File: src/hri_pkg.sv
// Shared types and constants for the Halton radical inverse block.
// Used by halton_radical_inverse and its testbench; depends on nothing else.
`timescale 1ns / 1ps
`default_nettype none

package hri_pkg;

	localparam int unsigned RADIX_W = 8;
	localparam logic [RADIX_W-1:0] RADIX_RESET = 8'd2;
	localparam logic [RADIX_W-1:0] RADIX_MIN = 8'd2;

	typedef enum logic [2:0] {
		ST_IDLE,
		ST_DIV,
		ST_ACC_R,
		ST_ACC_P,
		ST_FIN,
		ST_OUT
	} hri_state_t;

endpackage

`default_nettype wire

File: src/hri_div_step.sv
// One restoring divide step: shift one dividend bit into the partial
// remainder, compare against the divisor and subtract. Standalone, no package use.
`timescale 1ns / 1ps
`default_nettype none

module hri_div_step #(
	parameter int unsigned WIDTH = 39
) (
	input  wire logic [WIDTH-1:0] rem_in,
	input  wire logic             bit_in,
	input  wire logic [WIDTH-1:0] divisor,
	output logic      [WIDTH-1:0] rem_out,
	output logic                  q_bit
);

	logic [WIDTH:0] shifted;
	logic [WIDTH:0] diff;

	always_comb begin
		shifted = {rem_in, bit_in};
		diff    = shifted - {1'b0, divisor};
		q_bit   = (shifted >= {1'b0, divisor});
		// remainder after the step is below the divisor, so the top bit is always zero
		rem_out = q_bit ? diff[WIDTH-1:0] : shifted[WIDTH-1:0];
	end

endmodule

`default_nettype wire

File: src/halton_radical_inverse.sv
// Per base-b digit of the index: a divide pass (ST_DIV), then ST_ACC_R and ST_ACC_P; then
// the final division (ST_FIN) and ST_OUT give the result. Index zero goes straight to ST_FIN.
// One index at a time: a new index is taken only in ST_IDLE, once the previous result has moved
// into the output register; ST_OUT waits while an unaccepted result still holds that register.
// Reset: arst_n asynchronous, clears control and sets radix to 2.
// Top level; uses hri_pkg and hri_div_step.
`timescale 1ns / 1ps
`default_nettype none

module halton_radical_inverse #(
	parameter int unsigned INDEX_WIDTH = 31,
	parameter int unsigned FRAC_WIDTH  = 32
) (
	input  wire logic                                clk,
	input  wire logic                                arst_n,
	input  wire logic                                cfg_we,
	input  wire logic [hri_pkg::RADIX_W-1:0]         cfg_wdata,   // radix
	input  wire logic                                s_tvalid,
	output logic                                     s_tready,
	input  wire logic [((INDEX_WIDTH+7)/8)*8-1:0]    s_tdata,     // sample_index, zero pad
	output logic                                     m_tvalid,
	input  wire logic                                m_tready,
	output logic      [((FRAC_WIDTH+7)/8)*8-1:0]     m_tdata      // fraction, zero pad
);

	localparam int unsigned RW       = hri_pkg::RADIX_W;
	localparam int unsigned PW       = INDEX_WIDTH + RW;
	localparam int unsigned OUT_TW   = ((FRAC_WIDTH + 7) / 8) * 8;
	localparam int unsigned STEP_MAX = (INDEX_WIDTH > FRAC_WIDTH) ? INDEX_WIDTH : FRAC_WIDTH;
	localparam int unsigned CW       = $clog2(STEP_MAX);

	hri_pkg::hri_state_t state_q, state_d;

	logic [RW-1:0]          radix_q;
	logic [RW-1:0]          b_q;
	logic [INDEX_WIDTH-1:0] idx_q;
	logic [PW-1:0]          rem_q;
	logic [PW-1:0]          r_q;
	logic [PW-1:0]          p_q;
	logic [FRAC_WIDTH-1:0]  frac_q;
	logic [FRAC_WIDTH-1:0]  m_frac_q;
	logic                   m_valid_q;
	logic [CW-1:0]          cnt_q;

	logic [INDEX_WIDTH-1:0] in_idx;
	logic                   in_beat;
	logic                   out_free;
	logic                   div_bit;
	logic [PW-1:0]          div_divisor;
	logic [PW-1:0]          div_rem;
	logic                   div_q;
	logic [PW-1:0]          mul_a;
	logic [PW+RW-1:0]       prod;
	logic [PW-1:0]          mac;

	assign in_idx   = s_tdata[INDEX_WIDTH-1:0];
	assign s_tready = (state_q == hri_pkg::ST_IDLE);
	assign in_beat  = s_tvalid && s_tready;
	assign out_free = !m_valid_q || m_tready;
	assign m_tvalid = m_valid_q;
	assign m_tdata  = OUT_TW'(m_frac_q);

	// Shared divide step: digit extraction divides the index by b,
	// the final pass divides R * 2^FRAC_WIDTH by P = b^n.
	assign div_bit     = (state_q == hri_pkg::ST_DIV) ? idx_q[INDEX_WIDTH-1] : 1'b0;
	assign div_divisor = (state_q == hri_pkg::ST_DIV) ? PW'(b_q) : p_q;

	hri_div_step #(
		.WIDTH(PW)
	) u_div_step (
		.rem_in (rem_q),
		.bit_in (div_bit),
		.divisor(div_divisor),
		.rem_out(div_rem),
		.q_bit  (div_q)
	);

	// Small multiplier shared between the reversed-digit accumulator and the power of b
	assign mul_a = (state_q == hri_pkg::ST_ACC_R) ? r_q : p_q;
	assign prod  = (PW+RW)'(mul_a) * (PW+RW)'(b_q);
	assign mac   = prod[PW-1:0] + ((state_q == hri_pkg::ST_ACC_R) ? rem_q : '0);

	always_comb begin
		state_d = state_q;
		unique case (state_q)
			hri_pkg::ST_IDLE: begin
				if (in_beat) begin
					state_d = (in_idx == '0) ? hri_pkg::ST_FIN : hri_pkg::ST_DIV;
				end
			end
			hri_pkg::ST_DIV: begin
				if (cnt_q == CW'(INDEX_WIDTH - 1)) begin
					state_d = hri_pkg::ST_ACC_R;
				end
			end
			hri_pkg::ST_ACC_R: begin
				state_d = hri_pkg::ST_ACC_P;
			end
			hri_pkg::ST_ACC_P: begin
				state_d = (idx_q == '0) ? hri_pkg::ST_FIN : hri_pkg::ST_DIV;
			end
			hri_pkg::ST_FIN: begin
				if (cnt_q == CW'(FRAC_WIDTH - 1)) begin
					state_d = hri_pkg::ST_OUT;
				end
			end
			hri_pkg::ST_OUT: begin
				if (out_free) begin
					state_d = hri_pkg::ST_IDLE;
				end
			end
			default: begin
				state_d = hri_pkg::ST_IDLE;
			end
		endcase
	end

	always_ff @(posedge clk or negedge arst_n) begin
		if (!arst_n) begin
			state_q   <= hri_pkg::ST_IDLE;
			radix_q   <= hri_pkg::RADIX_RESET;
			cnt_q     <= '0;
			m_valid_q <= 1'b0;
		end else begin
			state_q <= state_d;
			if (cfg_we) begin
				radix_q <= cfg_wdata;
			end
			if ((state_q == hri_pkg::ST_DIV || state_q == hri_pkg::ST_FIN)
					&& state_d == state_q) begin
				cnt_q <= cnt_q + 1'b1;
			end else begin
				cnt_q <= '0;
			end
			if (state_q == hri_pkg::ST_OUT && out_free) begin
				m_valid_q <= 1'b1;
			end else if (m_tready) begin
				m_valid_q <= 1'b0;
			end
		end
	end

	always_ff @(posedge clk) begin
		unique case (state_q)
			hri_pkg::ST_IDLE: begin
				if (in_beat) begin
					idx_q <= in_idx;
					r_q   <= '0;
					p_q   <= PW'(1);
					rem_q <= '0;
					b_q   <= (radix_q < hri_pkg::RADIX_MIN) ? hri_pkg::RADIX_MIN : radix_q;
				end
			end
			hri_pkg::ST_DIV: begin
				// quotient bits shift in behind the dividend bits
				idx_q <= {idx_q[INDEX_WIDTH-2:0], div_q};
				rem_q <= div_rem;
			end
			hri_pkg::ST_ACC_R: begin
				r_q <= mac;
			end
			hri_pkg::ST_ACC_P: begin
				p_q   <= mac;
				// once the index is exhausted, start the final division with R as partial remainder, else clear it
				rem_q <= (idx_q == '0) ? r_q : '0;
			end
			hri_pkg::ST_FIN: begin
				rem_q  <= div_rem;
				frac_q <= {frac_q[FRAC_WIDTH-2:0], div_q};
			end
			hri_pkg::ST_OUT: begin
				if (out_free) begin
					m_frac_q <= frac_q;
				end
			end
			default: begin
			end
		endcase
	end

`ifndef SYNTHESIS
	a_rem_below_base: assert property (@(posedge clk) disable iff (!arst_n)
		(state_q == hri_pkg::ST_ACC_R) |-> (rem_q < PW'(b_q)))
		else $error("digit not below base");

	a_rem_below_pow: assert property (@(posedge clk) disable iff (!arst_n)
		(state_q == hri_pkg::ST_FIN) |-> (rem_q < p_q))
		else $error("partial remainder not below b^n");

	a_base_clamped: assert property (@(posedge clk) disable iff (!arst_n)
		(state_q != hri_pkg::ST_IDLE) |-> (b_q >= hri_pkg::RADIX_MIN))
		else $error("working base below two");

	a_accept_leaves_idle: assert property (@(posedge clk) disable iff (!arst_n)
		in_beat |=> (state_q != hri_pkg::ST_IDLE))
		else $error("accepted beat did not start work");
`endif

endmodule

`default_nettype wire

File: config.mk
export PLATFORM = sky130hd
export DESIGN_NAME = halton_radical_inverse
export DESIGN_NICKNAME = d
export VERILOG_FILES = /design/src/hri_pkg.sv /design/src/hri_div_step.sv /design/src/halton_radical_inverse.sv
export SDC_FILE = /design/constraint.sdc
export NUM_CORES = 1
export LEC_CHECK = 0
export BUFFER_PORTS_ARGS = -buffer_cell sky130_fd_sc_hd__buf_2
export CAP_MARGIN = 20
export CORE_ASPECT_RATIO = 1.2
export CORE_MARGIN = 5
export CORE_UTILIZATION = 30
export DETAILED_ROUTE_END_ITERATION = 16
export PLACE_DENSITY = 0.5
export SLEW_MARGIN = 20
export SYNTH_ARGS = -nofsm -noshare
export SYNTH_HDL_FRONTEND = slang
export SYNTH_SLANG_ARGS = --single-unit
File: constraint.sdc
create_clock -name clk -period 6.2 [get_ports clk]
set_clock_uncertainty 0.05 [all_clocks]
set_input_delay 1.24 -clock clk [delete_from_list [all_inputs] [get_ports clk]]
set_output_delay 1.24 -clock clk [all_outputs]
set_load 0.05 [all_outputs]
==> results of run 1 <==
logic make-up (layout without fill, tap and decap cells):
logic type               Yosys count  count (layout)  synth area share (%)
XOR/XNOR                          80              80                 3.254
AO/OA/AOI/OAI                    263             263                 8.078
AND/OR/NAND/NOR                  858             858                 19.50
flip-flops                       237             237                 32.67
buffers and inverters            362             624                 6.491
adder cells (fa/ha/maj)          326             326                 27.17
multiplexers                      59              59                 2.836
registers in the layout, indices dropped and copies added, names as in the netlist:
| register | flops |
|---|---|
| idx_q | 31 |
| m_tdata | 32 |
| r_q | 39 |
| frac_q | 32 |
| rem_q | 39 |
| m_tvalid | 1 |
| cnt_q | 5 |
| p_q | 39 |
| b_q | 8 |
| state_q | 3 |
| radix_q | 8 |
cell usage in the layout (no fill, tap or decap), types with 25 or more instances in the layout:
cell       count
a21oi_1       58
o21ai_0       52
and2_1        78
nor2_1       110
buf_4        179
mux2i_1       31
nor2b_1      105
a21o_1        28
fa_1         226
and3_1        25
inv_1        251
ha_1          70
xor2_1        32
edfxtp_1     220
clkbuf_16     28
buf_2         77
buf_6         28
nand2b_1      43
nand2_1      327
xnor2_1       42
area by class of cell:
type                       instances  area, um2  share of cell area [%]
multi-input combinational       1586      14020                   52.84
timing repair buffer             301       2437                   9.182
tap                              926       1159                   4.365
clock buffer                      29      683.2                   2.574
sequential                       237       7036                   26.50
clock inverter                    21      180.2                  0.6788
inverter                         273       1025                   3.860
worst register-to-register path: stages, from the launching register on:
cell and delay, ps:
dfrtp_2 430, nor3b_4 280, buf_12 180, buf_12 150, mux2i_2 230, buf_4 180
nand2b_4 130, fa_1 450, inv_1 90, fa_1 440, fa_1 560, inv_2 40
fa_1 540, inv_2 40, ha_4 230, and3_4 160, and3_4 180, a22oi_2 140
buf_4 160, nand2_4 50, o41a_1 450, buf_6 170, nand3b_1 140, a31o_2 210
xnor2_2 130, nor2_1 70
worst paths after layout:
kind                       startpoint           to  slack [ps]  cells past startpoint
setup / recovery           state_q[2]      r_q[38]          50                     25
hold / removal             frac_q[31]  m_tdata[31]         370                      0
setup reg to reg           state_q[2]      r_q[38]          50                     25
hold reg to reg            frac_q[31]  m_tdata[31]         370                      0
max in group asynchronous      arst_n   state_q[2]        5090                      1
min in group asynchronous      arst_n   radix_q[0]         600                      1
per-stage QoR:
| stage | cell area [um2] | setup WS (ps) |
|---|---|---|
| finish | 26540 | 47.88 |
| global route | 26540 | -213.0 |
| CTS | 25620 | -10.58 |
| detailed placement | 24160 | -385.7 |
| global placement | 24140 | -377.1 |
| floorplan | 21570 | 4.969 |
routing by layer:
metal | GRT usage [%] | vias up
li1 | - | 7660
met1 | 19.31 | 8259
met2 | 26.61 | 306
met3 | 1.761 | 80
met4 | 3.536 | 0
met5 | 0 | -
what timing repair did:
item                                    CTS  global route
buffers inserted                         28            30
hold buffers                              0             0
endpoints found under the setup margin   34            40
cloned                                    4             1
pin swaps                                29            86
resized for setup                        55           161
==> flow_summary.ini, run 1 <==
[clock_network]
cts-root-buf = clkbuf_16
clkTransAtPathRegs_ps = 60
h-tree-depth = 1
cts_tree = yes
cts_buffers = 27
clock_path_buffers = 3
worstSkewPairLatency_ps = 560
cts_sinks = 237

[synthesis]
async_reset_ff_share_pct = 7.173
synthTopCellsByArea = edfxtp_1 (31%), fa_1 (22%), nand2_1 (6.2%)
synth_top_area_share_pct = 30.68
syn_nets = 2556
synth_edf_count = 220
netlist-cell-type-count = 77
ys_warn_count = 0
yosysSeqAreaShare_pct = 32.67
ys.flop_type = edfxtp_1
synth_most_common_cell = nand2_1
synth_area_leader_cell = edfxtp_1
synth-seq-cells = 237
syn_area_per_cell_um2 = 9.854
syn-cell-area_mm2 = 0.02153
synth_common_cells = nand2_1 (353), inv_1 (273), fa_1 (236)
synthCells = 2185

[setup_path]
criticalPathCategory = reg -> reg
worst-path-buf-inv = 8
cp-start-kind = flop
crit_path_max_incr_delay_ps = 560
slowest_stage = fa_1
critical_path_required_ps = 6460
cp.arrival_ps = 6410
cp_top_family = adder cells
crit_fanout = 8
cpMostUsedCell = fa_1
critPathCaptureType = flop

[sta]
finalSetupViolations = 0
tns_ps = 0
final-hold-violation-count = 0
slew_viol_final = 0
fin_crit_sh_pct = 99.23
period_minus_slack_ps = 6152
max_freq_mhz = 162.5
hold_ws_ps = 374.3
rsz0062_at_grt = true
tightest_slew_ps = 944.5
slew_headroom_pct = 37.03

[grt]
grt_pass1_vias = 17510
grt_pass1_wl_um = 93010
grt_overflow_total = 0
grt_util_all_layers_pct = 14.87
antenna_found_initial = 1
grt_max_degree = 41

[final_layout]
area_growth_pct = 23.29
filler_cell_count = 7089
layoutNonFillerInstCount = 3373
fin_nets = 2797
utilization_pct = 37.34
drive_gt1_share_pct = 22.72
diodes = 0

[detailed_routing]
dr.pass1.iters = 5
vias = 16310
via_per_inst = 4.834
wl_met3_um = 2332
wl_per_cell_um = 17.12
ant_nets = 0
wl_met2_um = 28800
highest_layer = met4
wl_met1_um = 25310
drtIter0Drc = 850
drc = 0
wirelength_um = 57750

[hold_path]
hold_class = reg -> reg

[placement]
io_buffers = 77
dp_cells = 3266
gp_congestion = 0.8284
dp_hpwl_um = 43370

[die]
rows = 107
ios = 79
start_util_pct = 30.29
dieArea_mm2 = 0.07725
dieWidth_um = 254.6
core_mm2 = 0.07109
fp.dieH_um = 303.5

[run_status]
status = finished, final reports clean

[job]
maxCapViolations = 0
Power of run 1 is left out: the tool's default activity adds up to more than one toggle a clock period on the data nets, which glitch-free logic cannot reach.
==> run 2: changes to the inputs <==
ABC_AREA = 1   (was unset)
==> flow_summary.ini, run 2 <==
[clock_network]
cts_buffers = 24
cts_hold_buffers = 0
clkTransAtPathRegs_ps = 60
h-tree-depth = 1
cts_sinks = 237
clock_path_buffers = 3
cts_tree = yes
worstSkewPairLatency_ps = 550
cts-root-buf = clkbuf_16
postCtsSetupRepairBufs = 0

[detailed_routing]
drc = 0
via_per_inst = 4.695
wl_per_cell_um = 17.83
drtIter0Drc = 1128
dr.pass1.iters = 5
wirelength_um = 70240
ant_nets = 0
vias = 18490

[sta]
max_freq_mhz = 166.3
slew_headroom_pct = 33.85
slew_viol_final = 0
tightest_slew_ps = 989.9
rsz0062_at_grt = true
period_minus_slack_ps = 6015
fin_crit_sh_pct = 97.01
final-hold-violation-count = 0
finalSetupViolations = 0
hold_ws_ps = 369.8
tns_ps = 0

[final_layout]
final_common_cell = nand2_1
mostFrequentLayoutCells = nand2_1 (640), inv_1 (488), nor2_1 (415)
area_growth_pct = 14.47
drive_gt1_share_pct = 12.56
fin_nets = 3286
diodes = 0
filler_cell_count = 7864
reg.largest.list = p_q: 39 flops, r_q: 39 flops, rem_q: 39 flops

[setup_path]
crit_path_max_incr_delay_ps = 590
critPathCaptureType = flop
cp-start-kind = flop
criticalPathCategory = reg -> reg
crit_start = state_q[1]
cp_top_family = adder cells
timing.rr.start = state_q[1]
path_cells = nand2_1, nor2_4, buf_12, buf_4, or2_2, o21ai_2, nor2_1, fa_1, fa_1, fa_1, inv_1, fa_1, inv_1, ha_1, buf_4, nand2_1, o21ai_1, a21oi_2, nand2_1, a21oi_1, o21ai_0, xnor2_1, nor2_1
slowest_stage = fa_1
crit_fanout = 23
reg2reg_depth = 23
worst-path-buf-inv = 5
cp.arrival_ps = 6240
cpMostUsedCell = fa_1
critical_path_required_ps = 6430
cp.depth = 23

[grt]
grt_overflow_total = 0
antenna_found_initial = 0
grt_util_all_layers_pct = 17.49
grt_pass1_wl_um = 110800
grt_max_degree = 50
grt_pass1_vias = 19450

[synthesis]
synthTopCellsByArea = edfxtp_1 (29%), fa_1 (21%), nand2_1 (11%)
netlist-cell-type-count = 48
synthCells = 2777
synth_area_leader_cell = edfxtp_1
synth-seq-cells = 237
syn-cell-area_mm2 = 0.02252
synth_edf_count = 220
synth_common_cells = nand2_1 (648), inv_1 (490), nor2_1 (432)
synth_top_area_share_pct = 29.34
syn_area_per_cell_um2 = 8.109
yosysSeqAreaShare_pct = 31.23
ys_warn_count = 0
synth_most_common_cell = nand2_1
async_reset_ff_share_pct = 7.173
ys.flop_type = edfxtp_1
syn_nets = 3148

[die]
ios = 79
rows = 110
core_mm2 = 0.07473
dieArea_mm2 = 0.08067
fp.dieH_um = 310.1
start_util_pct = 30.13
dieWidth_um = 260.1

[hold_path]
min_from = frac_q[31]
hold_depth = 0
hold_class = reg -> reg

[placement]
io_buffers = 77
gp_congestion = 0.9362
dp_hpwl_um = 57940

[job]
maxCapViolations = 0

[run_status]
status = finished, final reports clean
[run 2: changes by cell type after synthesis, sizes merged, moves of 19 or more]
cell,previous run,this run
nor2b,114,0
and3,30,3
and2,81,0
o21ai,67,163
nand3,26,93
mux2i,43,2
nand2b,52,0
a21o,30,10
a21oi,76,95
inv,273,497
nor2,116,436
nand2,354,652
or2,3,33
[run 2: layout make-up]
cell class                      count  area (um2)  area share (%)
Clock buffer                       27       611.8           2.373
Clock inverter                     15       141.4          0.5485
Inverter                          500        1881           7.295
Multi-Input combinational cell   1959       13480           52.30
Sequential cell                   237        7033           27.28
Tap cell                         1008        1261           4.892
Timing Repair Buffer              193        1369           5.310
[run 2: worst register-to-register path, cell delays in order (launching register included)]
cell and delay (ps):
dfrtp_1 430, nand2_1 130, nor2_4 50, buf_12 150
buf_4 210, or2_2 280, o21ai_2 210, nor2_1 130
fa_1 590, fa_1 450, fa_1 550, inv_1 60
fa_1 530, inv_1 40, ha_1 340, buf_4 180
nand2_1 130, o21ai_1 170, a21oi_2 220, nand2_1 110
a21oi_1 250, o21ai_0 150, xnor2_1 290, nor2_1 60
[run 2: cell families after synthesis]
kind of cell / synth area share [%]
xor gates and xnor gates: 1.828
adders and majority gates: 25.98
and+or+nand+nor: 23.25
buffers and inverters: 9.946
AOI/OAI and AO/OA: 7.679
muxes: 0.08890
DFF: 31.23
[run 2: stage by stage]
stage | area [um2] | utilization, % | worst slack, ps | instances
5_1_grt | 25780 | 34.49 | -8.507 | 3939
3_3_place_gp | 24810 | 33.20 | 50.61 | 3896
2_1_floorplan | 22520 | - | 723.3 | 2777
3_5_place_dp | 24810 | 33.20 | 18.73 | 3896
4_1_cts | 25560 | 34.21 | 15.15 | 3938
6_report | 25780 | 34.49 | 185.1 | 3939
[run 2: worst paths after layout]
path,endpoint,slack [ps]
setup / recovery,p_q[24],190
hold / removal,m_tdata[31],370
setup reg to reg,p_q[24],190
hold reg to reg,m_tdata[31],370
max in group asynchronous,radix_q[1],5210
min in group asynchronous,radix_q[3],570
[run 2: timing repair]
| action | 4_1_cts | 5_1_grt |
|---|---|---|
| gates resized for setup | 1 | 70 |
| setup endpoints to repair | 4 | 42 |
| pin swaps | 0 | 2 |
[run 2: metal layers]
metal	part of all wire [%]	GRT usage, %	wire length [um]	vias to the layer above
li1	-	-	-	8918
met1	42	22.23	29260	8998
met2	50	30.96	34840	441
met3	4.5	1.834	3128	137
met4	4.3	6.464	3005	0
met5	0	0	0	-
Power of run 2 is left out for the same reason.
